$ cat src/rtl/ddtt_pkg.sv
// ----------------------------------------------------------------------------
// ddtt_pkg
// Shared types and constants for the delimited decimal tape tokenizer.
// ----------------------------------------------------------------------------
package ddtt_pkg;

  localparam int CELL_BITS_DEF = 32;
  localparam int RUN_CHARS_DEF = 32;

  // Configuration port
  localparam int ADDR_W      = 4;
  localparam int DATA_W      = 64;
  localparam int REG_SEL_BIT = 3;
  localparam logic REG_MASK_LOW  = 1'b0;
  localparam logic REG_MASK_HIGH = 1'b1;

  // Input item kinds
  localparam logic FUNC_TEXT = 1'b0;
  localparam logic FUNC_END  = 1'b1;

  localparam logic [7:0] MINUS_CHAR = 8'd45;
  localparam logic [7:0] DIGIT_LO   = 8'd48;
  localparam logic [7:0] DIGIT_HI   = 8'd57;

  // Source of an output cell
  typedef enum logic [2:0] {
    SEL_BYTE,
    SEL_FIRST,
    SEL_DEC,
    SEL_MEM,
    SEL_HOLD
  } emit_sel_t;

  typedef struct packed {
    logic      emit;
    emit_sel_t sel;
    logic      use_ovf;
    logic      last;
    logic      start_run;
    logic      append;
    logic      clear_run;
    logic      hold_break;
    logic      rd_start;
    logic      rd_next;
  } dp_cmd_t;

  typedef struct packed {
    logic digit;
    logic minus;
    logic delim;
    logic passthru;
    logic out_free;
    logic last_char;
  } dp_stat_t;

endpackage

$ cat src/rtl/ddtt_regs.sv
// ----------------------------------------------------------------------------
// ddtt_regs
// APB-style register file holding the two delimiter masks.
// ----------------------------------------------------------------------------
module ddtt_regs (
  input  logic                          clk,
  input  logic                          rst,
  input  logic                          psel,
  input  logic                          penable,
  input  logic                          pwrite,
  input  logic [ddtt_pkg::ADDR_W-1:0]   paddr,
  input  logic [ddtt_pkg::DATA_W-1:0]   pwdata,
  output logic [ddtt_pkg::DATA_W-1:0]   prdata,
  output logic                          pready,
  output logic [63:0]                   delim_mask_low,
  output logic [63:0]                   delim_mask_high
);

  logic wr_en;

  assign pready = 1'b1;
  assign wr_en  = psel && penable && pwrite;

  always_ff @(posedge clk) begin
    if (rst) begin
      delim_mask_low  <= '0;
      delim_mask_high <= '0;
    end else if (wr_en) begin
      unique case (paddr[ddtt_pkg::REG_SEL_BIT])
        ddtt_pkg::REG_MASK_LOW:  delim_mask_low  <= pwdata;
        ddtt_pkg::REG_MASK_HIGH: delim_mask_high <= pwdata;
        default: ;
      endcase
    end
  end

  always_comb begin
    unique case (paddr[ddtt_pkg::REG_SEL_BIT])
      ddtt_pkg::REG_MASK_LOW:  prdata = delim_mask_low;
      ddtt_pkg::REG_MASK_HIGH: prdata = delim_mask_high;
      default:                 prdata = '0;
    endcase
  end

endmodule

$ cat src/rtl/ddtt_ctrl.sv
// ----------------------------------------------------------------------------
// ddtt_ctrl
// Parser state machine and run replay sequencer.
// ----------------------------------------------------------------------------
module ddtt_ctrl (
  input  logic               clk,
  input  logic               rst,
  input  logic               text_valid,
  input  logic               func,
  input  ddtt_pkg::dp_stat_t stat,
  output logic               text_stall,
  output ddtt_pkg::dp_cmd_t  cmd
);

  typedef enum logic [2:0] {
    MODE_START,
    MODE_DELIM,
    MODE_TEXT,
    MODE_RUN1,
    MODE_RUN2
  } mode_t;

  typedef enum logic [1:0] {
    SEQ_IDLE,
    SEQ_FETCH,
    SEQ_EMIT,
    SEQ_TAIL
  } seq_t;

  mode_t mode, mode_next;
  seq_t  seq, seq_next;
  logic  accept;
  logic  brk;

  assign text_stall = (seq != SEQ_IDLE) || !stat.out_free;
  assign accept     = text_valid && !text_stall;

  always_comb begin
    cmd       = '0;
    cmd.sel   = ddtt_pkg::SEL_BYTE;
    mode_next = mode;
    seq_next  = seq;
    brk       = 1'b0;

    unique case (seq)
      SEQ_IDLE: begin
        if (accept) begin
          if (func == ddtt_pkg::FUNC_END) begin
            // flush pending run
            if (mode == MODE_RUN1) begin
              cmd.emit    = 1'b1;
              cmd.sel     = ddtt_pkg::SEL_FIRST;
              cmd.use_ovf = 1'b1;
              cmd.last    = 1'b1;
            end else if (mode == MODE_RUN2) begin
              cmd.emit    = 1'b1;
              cmd.sel     = ddtt_pkg::SEL_DEC;
              cmd.use_ovf = 1'b1;
              cmd.last    = 1'b1;
            end
            cmd.clear_run = 1'b1;
            mode_next     = MODE_START;
          end else if (stat.passthru) begin
            cmd.emit = 1'b1;
            cmd.last = 1'b1;
          end else begin
            unique case (mode)
              MODE_TEXT: begin
                if (stat.delim) begin
                  mode_next = MODE_DELIM;
                end else begin
                  cmd.emit = 1'b1;
                  cmd.last = 1'b1;
                end
              end
              MODE_RUN1: begin
                priority if (stat.delim) begin
                  cmd.emit      = 1'b1;
                  cmd.sel       = ddtt_pkg::SEL_FIRST;
                  cmd.use_ovf   = 1'b1;
                  cmd.last      = 1'b1;
                  cmd.clear_run = 1'b1;
                  mode_next     = MODE_DELIM;
                end else if (stat.digit) begin
                  cmd.append = 1'b1;
                  mode_next  = MODE_RUN2;
                end else begin
                  brk = 1'b1;
                end
              end
              MODE_RUN2: begin
                priority if (stat.digit) begin
                  cmd.append = 1'b1;
                end else if (stat.delim) begin
                  cmd.emit      = 1'b1;
                  cmd.sel       = ddtt_pkg::SEL_DEC;
                  cmd.use_ovf   = 1'b1;
                  cmd.last      = 1'b1;
                  cmd.clear_run = 1'b1;
                  mode_next     = MODE_DELIM;
                end else begin
                  brk = 1'b1;
                end
              end
              default: begin
                // start of text or after a delimiter
                priority if (stat.digit || stat.minus) begin
                  cmd.start_run = 1'b1;
                  mode_next     = MODE_RUN1;
                end else if (stat.delim) begin
                  mode_next = MODE_DELIM;
                end else begin
                  cmd.emit  = 1'b1;
                  cmd.last  = 1'b1;
                  mode_next = MODE_TEXT;
                end
              end
            endcase
            if (brk) begin
              // broken run: replay buffered chars, then the breaking byte
              cmd.hold_break = 1'b1;
              cmd.rd_start   = 1'b1;
              mode_next      = MODE_TEXT;
              seq_next       = SEQ_FETCH;
            end
          end
        end
      end
      SEQ_FETCH: begin
        seq_next = SEQ_EMIT;
      end
      SEQ_EMIT: begin
        if (stat.out_free) begin
          cmd.emit    = 1'b1;
          cmd.sel     = ddtt_pkg::SEL_MEM;
          cmd.use_ovf = 1'b1;
          cmd.rd_next = 1'b1;
          seq_next    = stat.last_char ? SEQ_TAIL : SEQ_FETCH;
        end
      end
      SEQ_TAIL: begin
        if (stat.out_free) begin
          cmd.emit      = 1'b1;
          cmd.sel       = ddtt_pkg::SEL_HOLD;
          cmd.use_ovf   = 1'b1;
          cmd.last      = 1'b1;
          cmd.clear_run = 1'b1;
          seq_next      = SEQ_IDLE;
        end
      end
      default: seq_next = SEQ_IDLE;
    endcase
  end

  always_ff @(posedge clk) begin
    if (rst) begin
      mode <= MODE_START;
      seq  <= SEQ_IDLE;
    end else begin
      mode <= mode_next;
      seq  <= seq_next;
    end
  end

endmodule

$ cat src/rtl/ddtt_dpath.sv
// ----------------------------------------------------------------------------
// ddtt_dpath
// Run buffer, decimal accumulator, delimiter decode and output register.
// ----------------------------------------------------------------------------
module ddtt_dpath #(
  parameter int CELL_BITS = ddtt_pkg::CELL_BITS_DEF,
  parameter int RUN_CHARS = ddtt_pkg::RUN_CHARS_DEF
) (
  input  logic               clk,
  input  logic               rst,
  input  logic [7:0]         text_byte,
  input  logic [63:0]        delim_mask_low,
  input  logic [63:0]        delim_mask_high,
  input  ddtt_pkg::dp_cmd_t  cmd,
  output ddtt_pkg::dp_stat_t stat,
  input  logic               cell_stall,
  output logic               cell_valid,
  output logic signed [31:0] cell_res,
  output logic               run_truncated,
  output logic               last_of_item
);

  localparam int LEN_W = $clog2(RUN_CHARS + 1);
  localparam int IDX_W = $clog2(RUN_CHARS);

  logic [7:0]           run_mem [RUN_CHARS];
  logic [7:0]           rd_data;
  logic [IDX_W-1:0]     rd_idx;
  logic [LEN_W-1:0]     run_length;
  logic [CELL_BITS-1:0] run_value;
  logic                 run_negative;
  logic                 run_overflow;
  logic [7:0]           run_first;
  logic [7:0]           break_byte;

  logic                 room;
  logic                 wr_en;
  logic [IDX_W-1:0]     wr_addr;
  logic [CELL_BITS-1:0] digit_val;
  logic [CELL_BITS-1:0] dec_val;
  logic [CELL_BITS-1:0] cval;
  logic [127:0]         mask_all;

  assign mask_all       = {delim_mask_high, delim_mask_low};
  assign stat.digit     = (text_byte >= ddtt_pkg::DIGIT_LO) && (text_byte <= ddtt_pkg::DIGIT_HI);
  assign stat.minus     = (text_byte == ddtt_pkg::MINUS_CHAR);
  assign stat.delim     = !text_byte[7] && mask_all[text_byte[6:0]];
  assign stat.passthru  = (delim_mask_low == '0) && (delim_mask_high == '0);
  assign stat.out_free  = !cell_valid || !cell_stall;
  assign stat.last_char = (LEN_W'(rd_idx) == run_length - LEN_W'(1));

  assign room      = (run_length < LEN_W'(RUN_CHARS));
  assign wr_en     = cmd.start_run || (cmd.append && room);
  assign wr_addr   = cmd.start_run ? '0 : run_length[IDX_W-1:0];
  assign digit_val = CELL_BITS'(text_byte[3:0]);
  assign dec_val   = run_negative ? (-run_value) : run_value;

  // run buffer: one write port, registered read
  always_ff @(posedge clk) begin
    if (wr_en) begin
      run_mem[wr_addr] <= text_byte;
    end
    rd_data <= run_mem[rd_idx];
  end

  always_ff @(posedge clk) begin
    if (rst) begin
      run_length   <= '0;
      run_value    <= '0;
      run_negative <= 1'b0;
      run_overflow <= 1'b0;
      rd_idx       <= '0;
    end else begin
      if (cmd.clear_run) begin
        run_length   <= '0;
        run_value    <= '0;
        run_negative <= 1'b0;
        run_overflow <= 1'b0;
      end else if (cmd.start_run) begin
        run_length   <= LEN_W'(1);
        run_negative <= stat.minus;
        run_overflow <= 1'b0;
        run_value    <= stat.minus ? '0 : digit_val;
      end else if (cmd.append) begin
        if (room) begin
          run_length <= run_length + LEN_W'(1);
          run_value  <= (run_value << 3) + (run_value << 1) + digit_val;
        end else begin
          run_overflow <= 1'b1;
        end
      end
      if (cmd.rd_start) begin
        rd_idx <= '0;
      end else if (cmd.rd_next) begin
        rd_idx <= rd_idx + IDX_W'(1);
      end
    end
  end

  always_ff @(posedge clk) begin
    if (cmd.start_run) begin
      run_first <= text_byte;
    end
    if (cmd.hold_break) begin
      break_byte <= text_byte;
    end
  end

  always_comb begin
    unique case (cmd.sel)
      ddtt_pkg::SEL_BYTE:  cval = CELL_BITS'(text_byte);
      ddtt_pkg::SEL_FIRST: cval = CELL_BITS'(run_first);
      ddtt_pkg::SEL_DEC:   cval = dec_val;
      ddtt_pkg::SEL_MEM:   cval = CELL_BITS'(rd_data);
      ddtt_pkg::SEL_HOLD:  cval = CELL_BITS'(break_byte);
      default:             cval = '0;
    endcase
  end

  // output register
  always_ff @(posedge clk) begin
    if (rst) begin
      cell_valid <= 1'b0;
    end else if (cmd.emit) begin
      cell_valid <= 1'b1;
    end else if (!cell_stall) begin
      cell_valid <= 1'b0;
    end
  end

  always_ff @(posedge clk) begin
    if (cmd.emit) begin
      cell_res      <= 32'($signed(cval));
      run_truncated <= cmd.use_ovf && run_overflow;
      last_of_item  <= cmd.last;
    end
  end

endmodule

$ cat src/rtl/delimited_decimal_tape_tokenizer.sv
// ----------------------------------------------------------------------------
// delimited_decimal_tape_tokenizer
// Top level: text bytes in, tape cells out, delimiter masks over APB.
// ----------------------------------------------------------------------------
// Takes one text byte (or an end-of-text item) per cycle while text_stall
// is low, and produces tape cells on a registered output. With both
// delimiter masks zero every byte is passed through as one cell. Otherwise
// delimiter bytes are dropped and runs of an optional minus plus digits,
// starting at the start of text or after a delimiter, are buffered and
// turned into one signed decimal cell wrapped to CELL_BITS; a one-char run
// comes out as that char. An item that breaks a buffered run replays its
// chars from the run buffer, a memory with one write port and registered
// read, each char fetched, then emitted, and then emits the breaking byte;
// text_stall stays high until that byte has been emitted. Any cycle where
// the output register holds an untaken cell also stalls input. The run
// buffer needs no clearing pass after reset; chars past RUN_CHARS are
// dropped and the resulting cells carry run_truncated. Delimiter masks are
// written over APB at byte addresses 0 (bytes 0..63) and 8 (bytes
// 64..127); the user must write them only while the block is idle, as the
// block itself does not enforce this.
// ----------------------------------------------------------------------------
module delimited_decimal_tape_tokenizer #(
  parameter int CELL_BITS = ddtt_pkg::CELL_BITS_DEF,
  parameter int RUN_CHARS = ddtt_pkg::RUN_CHARS_DEF
) (
  input  logic                        clk,
  input  logic                        rst,
  // input item channel
  input  logic                        text_valid,
  output logic                        text_stall,
  input  logic                        func,
  input  logic [7:0]                  text_byte,
  // result item channel
  output logic                        cell_valid,
  input  logic                        cell_stall,
  output logic signed [31:0]          cell_res,
  output logic                        run_truncated,
  output logic                        last_of_item,
  // configuration
  input  logic                        psel,
  input  logic                        penable,
  input  logic                        pwrite,
  input  logic [ddtt_pkg::ADDR_W-1:0] paddr,
  input  logic [ddtt_pkg::DATA_W-1:0] pwdata,
  output logic [ddtt_pkg::DATA_W-1:0] prdata,
  output logic                        pready
);

  logic [63:0]        delim_mask_low;
  logic [63:0]        delim_mask_high;
  ddtt_pkg::dp_cmd_t  cmd;
  ddtt_pkg::dp_stat_t stat;

  ddtt_regs u_regs (
    .clk             (clk),
    .rst             (rst),
    .psel            (psel),
    .penable         (penable),
    .pwrite          (pwrite),
    .paddr           (paddr),
    .pwdata          (pwdata),
    .prdata          (prdata),
    .pready          (pready),
    .delim_mask_low  (delim_mask_low),
    .delim_mask_high (delim_mask_high)
  );

  // parser FSM plus replay sequencer
  ddtt_ctrl u_ctrl (
    .clk        (clk),
    .rst        (rst),
    .text_valid (text_valid),
    .func       (func),
    .stat       (stat),
    .text_stall (text_stall),
    .cmd        (cmd)
  );

  // run buffer, accumulator, output register
  ddtt_dpath #(
    .CELL_BITS (CELL_BITS),
    .RUN_CHARS (RUN_CHARS)
  ) u_dpath (
    .clk             (clk),
    .rst             (rst),
    .text_byte       (text_byte),
    .delim_mask_low  (delim_mask_low),
    .delim_mask_high (delim_mask_high),
    .cmd             (cmd),
    .stat            (stat),
    .cell_stall      (cell_stall),
    .cell_valid      (cell_valid),
    .cell_res        (cell_res),
    .run_truncated   (run_truncated),
    .last_of_item    (last_of_item)
  );

endmodule

$ cat config.mk
export PLATFORM = sky130hd
export DESIGN_NAME = delimited_decimal_tape_tokenizer
export DESIGN_NICKNAME = d
export VERILOG_FILES = /design/src/rtl/ddtt_pkg.sv /design/src/rtl/ddtt_regs.sv /design/src/rtl/ddtt_ctrl.sv /design/src/rtl/ddtt_dpath.sv /design/src/rtl/delimited_decimal_tape_tokenizer.sv
export SDC_FILE = /design/constraint.sdc
export NUM_CORES = 1
export LEC_CHECK = 0
export BUFFER_PORTS_ARGS = -buffer_cell sky130_fd_sc_hd__buf_4
export CAP_MARGIN = 30
export CORE_MARGIN = 1
export CORE_UTILIZATION = 61
export CTS_CLUSTER_SIZE = 12
export DETAILED_ROUTE_END_ITERATION = 7
export PLACE_DENSITY = 0.9
export SETUP_SLACK_MARGIN = 0.15
export SYNTH_ARGS = -nofsm -noshare
export SYNTH_HDL_FRONTEND = slang
export SYNTH_HIERARCHICAL = 1
export SYNTH_SLANG_ARGS = --single-unit
$ cat constraint.sdc
create_clock -name clk -period 8.3 [get_ports clk]
set_input_delay 1.66 -clock clk [delete_from_list [all_inputs] [get_ports clk]]
set_output_delay 1.66 -clock clk [all_outputs]
set_load 0.05 [all_outputs]
# [Word-level counts from Yosys, hierarchy flattened]
# Memories as Yosys holds them, arrays and structs flattened. A register that Yosys moved wholly into a read port is not among the register bits.
# Index checks and enable logic that the tools add are counted.
[op_classes] n_shift=0 mux=79 div=0 eq_ne=22 mul=0 reduce_logical=35 n_lt_le_gt_ge=4 bitwise_logic=2 addsub=6
[ops] operator="32-bit case mux with 5 select lines" count=1
[ops] operator="64-bit zero test" count=2
[ops] operator="32-bit 2-to-1 mux" count=4
[ops] operator="64-bit case mux with 2 select lines" count=1
[ops] operator="6-bit 2-to-1 mux" count=7
[ops] operator="32-bit adder" count=1
[ops] operator="32-bit by 4-bit adder with 32-bit output" count=1
[ops] operator="32-bit negator" count=1
[ops] operator="1-bit 2-to-1 mux" count=28
[ops] operator="2-bit 2-to-1 mux" count=14
[ops] operator="3-bit 2-to-1 mux" count=7
[ops] operator="5-bit 2-to-1 mux" count=3
[ops] operator="5-bit case mux with 3 select lines" count=1
[ops] operator="3-bit by 2-bit == test with 1-bit output, second input constant" count=4
[ops] operator="11-bit 2-to-1 mux" count=1
[ops] operator="2-bit by 1-bit inequality test with 1-bit output, second input constant" count=5
[ops] operator="2-bit AND reduction" count=5
[ops] operator="3-bit case mux with 3 select lines" count=1
[ops] operator="8-bit by 6-bit == test with 1-bit output, second input constant" count=1
[ops] operator="8-bit by 6-bit >= comparator with 1-bit output, second input constant" count=1
[ops] operator="8-bit by 6-bit less-or-equal comparator with 1-bit output, second input constant" count=1
[ops] operator="1-bit logical AND" count=8
[ops] operator="7-bit by 8-bit < comparator with 1-bit output, second input constant" count=1
[ops] operator="4-bit 2-to-1 mux" count=2
[ops] operator="other kinds (28)" count=47
[totals] output_inout_bits=101 mem_bits_rw=256 input_bits=84 memories=1 elab_cells=165 mem_bits_ro=0 regBits=229 latchBits=0
[mem_list] memory="u_dpath.run_mem" depth=32 word_bits=8 rd=1 rd_clocked_by_memory_dff=1 wr=1 line="ddtt_dpath.sv:26" rtl="logic [7:0] run_mem [RUN_CHARS];"

# [Longest topological paths before layout]
# Gate-level depths: netlist (run 1).
[logic_depth] word_depth=19 mapped_depth=21 ltp_nobuf=17

# [Hierarchy]
# Netlist (run 1), hierarchy kept.
[modules_own_cells] mod="ddtt_dpath" cells_per_inst=1239 area_per_inst_um2=17767.0 seq_area_each_um2=10269.8 instances=1
[modules_own_cells] mod="ddtt_regs" cells_per_inst=560 area_per_inst_um2=6014.5 seq_area_each_um2=2562.5 instances=1
[modules_own_cells] mod="ddtt_ctrl" cells_per_inst=91 area_per_inst_um2=620.6 seq_area_each_um2=100.1 instances=1

# [Worst setup path after synthesis (run 1)]
# OpenSTA, ideal clock, no wires.
[synth_timing] path_type="input to register" start="input port text_byte[0]" end="register u_dpath.cell_res[0] (enable)" t_arrival_ps=6804 setup_ps=438 path_buffers=3 path_stages=12 setup_slack_ps=1058 required_time_ps=7862 path_cell_list="clkbuf_1 > buf_1 > mux4_2 > mux4_2 > mux4_2 > mux2i_1 > nor2_1 > clkbuf_1 > or3b_2 > nor2_1 > o41ai_1 > a21oi_1"
[synth_rtl] item="start: declaration" line="delimited_decimal_tape_tokenizer.sv:32" rtl="input logic [7:0] text_byte,"
[synth_rtl] item="end signal: assignment" line="ddtt_dpath.sv:133" rtl="cell_res <= 32'($signed(cval));"
[synth_rtl] item="end: declaration" line="ddtt_dpath.sv:18" rtl="output logic signed [31:0] cell_res,"

==> impl_metrics.toml, run 1 <==
[synth]
seq_area_frac_synth_pct = 53.0
ys_types = 72
synthFlopType = "edfxtp_1"
syn-mean-instance-area_sq_um = 12.9
synthArstFlopShare_pct = 0
synth-edff-count = 306
synth-seq-cells = 493
syn-num-nets = 2042
ys.warnings.count = 6
yosysTopAreaCell = "edfxtp_1"
synthTopCellsByArea = "edfxtp_1 38%, dfxtp_1 15%, mux4_2 11%"
synth_top_area_share_pct = 37.7
syn-cell-area_sq_um = 24400
synth_cells = 1890

[setup_path]
startpoint_type = "primary input"
worst_setup_path_end_kind = "flip-flop"
cp_max_fo = 33
crit_required_ns = 8.51
crit_type = "in2reg"
r2r_cells = 13
cp_slowest_stage_delay_ns = 0.95
path_common_cell = "nor2_1"
crit_path_cell_trace = "buf_4 > mux4_2 > mux4_2 > mux4_2 > mux2i_1 > nor2_1 > nor2_1 > a21oi_1 > or3_1 > nor3_1 > nand2b_1 > nor2_1 > nand3_1 > nor2_1"
critPathArrivalTime_ns = 7.02
critical_path.slowest_cell = "nor2_1"

[place]
hpwl_microns = 40600
port_buffers = 180
place_congestion = 0.924

[global_route]
grt_use_total_pct = 30.1
grt_pass1_wl_microns = 94500
grt_pass1_vias = 16500
grt_max_degree = 134
grt_overflow = 0
antenna_found_initial = 0

[floorplanning]
ios = 185
initial_core_util_pct = 62.6
dieHeight_microns = 202
dieArea_sq_um = 40800
die_x_microns = 202
core_area_sq_um = 39000
core.rowCount = 72

[sta]
clock.fmax_ghz = 0.147
finalCritPeriodShare_pct = 82.0
final_hold_viol_count = 0
fin_crit_ns = 6.81
hold_slack_ns = 0.506
tns_ns = 0
setup_viol = 0
skew_ns = 0.0140
slew_headroom_pct = 30.4
worst_pin_slew_ns = 1.04
drv_slew = 0
rsz0062_at_grt = "false"

[drt]
dr.pass1.iters = 6
detail_route.wl_per_cell_microns = 23.7
viasPerCell = 6.45
drtIter0Drc = 1898
drcViolationCount = 0
ant_nets = 0
wirelength_microns = 61400
vias = 16700

[outcome]
status = "complete, no violations"

[power_and_ir_drop]
p_int_mw = 4.11
vdd_drop_max_mv = 0.151
cellLeakagePower_nw = 10.4
power_switching_mw = 1.35
pwr-share-clk_pct = 39.3
power_density_nw_per_um2 = 197
seqPwrFrac_pct = 49.5
comb_power_share_pct = 11.3
switching_share_pct = 24.7

[clock_tree]
ctsResizeCount = 0
cts-buffers-inserted = 49
hold_buffers = 0
clockBufferDepth = 3
cts_setup_buffers = 0
htreeDepth = 2
cts_sinks = 493
clkTransAtPathRegs_ns = 0.06
cts_tree = "built"
root_buffer = "clkbuf_16"
clk_latency_ns = 0.60

[job]
max_cap_violations = 0

[finish]
mostFrequentLayoutCells = "306 x edfxtp_1, 203 x nand2b_1, 196 x buf_4"
seq_area_sq_um = 12900
antenna_cells = 0
fin_nets = 2180
final_common_cell = "edfxtp_1"
fillerInstances = 2485
syn2layout_area_growth_pct = 13.7
layout-drive-gt1-share_pct = 23.5
multi_input_area_sq_um = 10900

[min_path]
hold_depth = 2
hold_class = "reg2reg"
-- Yosys cell counts, types with 4 or more instances --
cell type	n
edfxtp_1	306
nand2b_1	203
dfxtp_1	187
mux2i_1	143
nor2_1	122
mux4_2	120
nand2_1	99
mux2_2	75
clkbuf_1	74
a21oi_1	73
ha_1	66
xor2_1	43
nor4_1	37
o21ai_0	31
nand3_1	25
xnor2_1	24
nand4_1	22
inv_1	19
buf_2	18
buf_1	17
o31ai_1	16
a21o_1	15
nor2b_1	15
nor3_1	14
or4_1	10
a211oi_1	9
a31oi_1	8
or3_1	7
and3_1	6
o22ai_1	6
and2_1	5
o21bai_1	5
o41ai_1	5
a22oi_1	4
o211ai_1	4
o21a_1	4
-- flip-flops by register name, indices dropped and copies added (netlist names) --
name,count
u_dpath/rd_idx,5
u_dpath/break_byte,8
u_dpath/run_mem,256
u_dpath/cell_res,32
u_dpath/run_first,8
u_regs/delim_mask_high,64
u_dpath/run_value,32
u_dpath/run_length,6
u_ctrl/mode,3
u_ctrl/seq,2
u_dpath/rd_data,8
u_dpath/cell_valid,1
u_dpath/last_of_item,1
u_dpath/run_overflow,1
u_dpath/run_truncated,1
u_regs/delim_mask_low,64
u_dpath/run_negative,1
-- worst paths after layout --
| path | start | to | slack, ns |
|---|---|---|---|
| worst max register to register | u_regs/delim_mask_high[54]$_SDFFE_PP0P_ | u_dpath/run_mem[11][7]$_DFFE_PP_ | 2.85 |
| worst min-delay path | u_regs/delim_mask_high[61]$_SDFFE_PP0P_ | u_regs/delim_mask_high[61]$_SDFFE_PP0P_ | 0.51 |
| worst max-delay path | text_byte[0] | u_dpath/run_mem[11][7]$_DFFE_PP_ | 1.49 |
| worst min register to register | u_regs/delim_mask_high[61]$_SDFFE_PP0P_ | u_regs/delim_mask_high[61]$_SDFFE_PP0P_ | 0.51 |
-- cell families (layout without fill, tap and decap cells) --
kind of cell             count (synthesis)  after routing  share of synthesized area, %
multiplexers                           338            338                          20.4
XOR/XNOR                                67             67                          2.40
AND/OR/NAND/NOR                        586            586                          12.9
buffers and inverters                  135            312                          2.31
AO/OA/AOI/OAI                          202            202                          5.43
flip-flops                             493            493                          53.0
adder cells (fa/ha/maj)                 68             68                          3.55
other                                    1              1                        0.0154
-- metal layers --
layer / up-vias / part of all wire, % / wire (microns) / GRT usage (%)
li1: 7378 / - / - / -
met1: 8186 / 39 / 23700 / 39.6
met2: 978 / 49 / 30200 / 50.5
met3: 142 / 8.8 / 5400 / 4.87
met4: 0 / 3.4 / 2090 / 11.3
met5: - / 0 / 0 / 0
-- area by class of cell --
cell class                      count  area share [%]
Tap cell                          518            2.34
Clock inverter                      6           0.307
Sequential cell                   493            46.6
Multi-Input combinational cell   1262            39.4
Inverter                           20           0.271
Timing Repair Buffer              202            5.81
Clock buffer                       84            5.26
-- power by group through the flow --
| stage | registers [mW] | clock network, mW | logic, mW |
|---|---|---|---|
| after global placement | 2.75 | 0 | 0.579 |
| after detailed placement | 2.75 | 0 | 0.596 |
| after floorplan | 2.85 | 0 | 0.295 |
| after global routing | 2.71 | 2.26 | 0.643 |
| final | 2.70 | 2.14 | 0.616 |
| after CTS | 2.70 | 2.16 | 0.601 |
-- through the flow --
step / power [mW] / setup slack (ns) / util [%] / std cells / instance area (sq um)
after CTS: 5.46 / 1.64 / 70.9 / 2581 / 27700
after detailed placement: 3.35 / 1.11 / 67.0 / 2491 / 26100
after floorplan: 3.15 / 1.06 / - / 1890 / 24400
after global placement: 3.33 / 1.36 / 66.8 / 2488 / 26100
final: 5.46 / 1.49 / 71.1 / 2585 / 27700
after global routing: 5.61 / 1.33 / 71.1 / 2585 / 27700
-- worst max-delay path, delay by kind of cell --
family	cells	cell delay [ns]
AOI/OAI and AO/OA	1	0.07
buffers and inverters	1	0.49
muxes	4	1.95
and+or+nand+nor	8	2.81
(Power assumes the default switching activity.)
==> run 2: changes to the inputs <==
clock period = 6.9 ns   (was 8.3 ns; I/O delays follow)
==> impl_metrics.toml, run 2 (same netlist as run 1, synthesis figures left out) <==
[outcome]
status = "complete, no violations"

[drt]
vias = 16800
ant_nets = 0
viasPerCell = 6.39
drcViolationCount = 0
dr.pass1.iters = 6
drtIter0Drc = 1579
wirelength_microns = 63100
detail_route.wl_per_cell_microns = 24.0

[clock_tree]
ctsResizeCount = 0
cts-buffers-inserted = 51
cts_tree = "built"
clk_latency_ns = 0.60
clockBufferDepth = 3
root_buffer = "clkbuf_16"
htreeDepth = 2
clkTransAtPathRegs_ns = 0.06
cts_sinks = 493
hold_buffers = 0
cts_setup_buffers = 0

[floorplanning]
ios = 185
dieArea_sq_um = 40800
core_area_sq_um = 39000
core.rowCount = 72
die_x_microns = 202
dieHeight_microns = 202
initial_core_util_pct = 62.6

[finish]
antenna_cells = 0
regMostFlops = "u_dpath/run_mem"
fin_nets = 2222
largest_register_ffs = 256
syn2layout_area_growth_pct = 15.2
layout-drive-gt1-share_pct = 25.3
final_common_cell = "edfxtp_1"
top_regs = "u_dpath/run_mem (256), u_regs/delim_mask_high (64), u_regs/delim_mask_low (64)"
mostFrequentLayoutCells = "306 x edfxtp_1, 238 x buf_4, 203 x nand2b_1"

[sta]
fin_crit_ns = 5.85
slew_headroom_pct = 31.6
setup_viol = 0
drv_slew = 0
tns_ns = 0
finalCritPeriodShare_pct = 84.8
fin_ws_ns = 1.05
worst_pin_slew_ns = 1.01
rsz0062_at_grt = "false"
final_hold_viol_count = 0
clock.fmax_ghz = 0.171
skew_ns = 0.0208

[power_and_ir_drop]
power_density_nw_per_um2 = 239
cellLeakagePower_nw = 10.7
vdd_drop_max_mv = 0.172

[setup_path]
cp_max_fo = 25
crit_type = "in2reg"
worst_setup_path_end_kind = "flip-flop"
critPathArrivalTime_ns = 6.14
startpoint_type = "primary input"
crit_required_ns = 7.19

[min_path]
hold_class = "reg2reg"

[global_route]
grt_pass1_wl_microns = 97400
grt_use_total_pct = 31.3
grt_max_degree = 110
antenna_found_initial = 0
grt_pass1_vias = 16800
grt_overflow = 0

[place]
port_buffers = 180
hpwl_microns = 41800
place_congestion = 0.911
post-place-ws_ns = 0.601

[job]
max_cap_violations = 0
==> run 2: changes by cell type in the layout (fill, tap and decap cells not counted), moves of 2 or more <==
cell	before	now
clkbuf_1	26	24
clkbuf_8	8	6
bufinv_16	1	3
clkbuf_16	50	53
clkinv_2	1	7
buf_4	196	238
==> run 2: layer usage <==
metal	share of wire (%)	track usage, %	vias to the layer above
li1	-	-	7460
met1	38	40.2	8268
met2	49	52.7	893
met3	8.4	5.42	172
met4	4.3	12.8	0
met5	0	0	-
==> run 2: path summary, 6_finish.rpt <==
kind	start	to	slack, ns	depth (start not counted)
hold / removal	u_regs/delim_mask_low[41]$_SDFFE_PP0P_	u_regs/delim_mask_low[41]$_SDFFE_PP0P_	0.51	2
hold reg to reg	u_regs/delim_mask_low[41]$_SDFFE_PP0P_	u_regs/delim_mask_low[41]$_SDFFE_PP0P_	0.51	2
setup / recovery	text_byte[0]	u_dpath/run_mem[1][7]$_DFFE_PP_	1.05	16
setup reg to reg	u_regs/delim_mask_high[55]$_SDFFE_PP0P_	u_dpath/run_mem[1][7]$_DFFE_PP_	2.03	14
==> run 2: layout make-up <==
cell class | instances | area, sq um
inverter | 20 | 75.1
timing repair buffer | 242 | 1890
clock inverter | 11 | 133
multi-input combinational | 1262 | 10900
clock buffer | 84 | 1500
tap | 518 | 648
sequential | 493 | 12900
fill | 2473 | 10900
==> run 2: critical path: stages <==
cell and delay, ns:
buf_4 0.24, buf_12 0.25, mux4_2 0.55, mux4_2 0.51, mux4_2 0.47, mux2i_1 0.19, nor2_1 0.19, nor2_1 0.16
a21oi_1 0.08, or3_1 0.38, nor3_1 0.29, nand2b_1 0.13, nor2_1 0.21, nand3_1 0.52, nor2_1 0.32, buf_4 0.23
==> run 2: power by group <==
group | total, mW | switching (mW) | leakage, nW | internal, mW
clock network | 2.72 | 1.13 | 0.799 | 1.59
registers | 3.26 | 0.0510 | 4.28 | 3.20
logic | 0.735 | 0.472 | 5.59 | 0.263
total | 6.71 | 1.65 | 10.7 | 5.06
==> run 2: metrics by stage <==
stage	utilization [%]	hold slack, ns	std cells	total power, mW	cell area [sq um]
finish	72.1	0.511	2630	6.71	28100
global route	72.1	0.532	2630	6.89	28100
CTS	72.0	0.510	2628	6.74	28100
detailed placement	67.8	0.499	2533	4.04	26400
global placement	67.6	0.465	2530	4.02	26400
floorplan	-	0.429	1890	3.79	24400
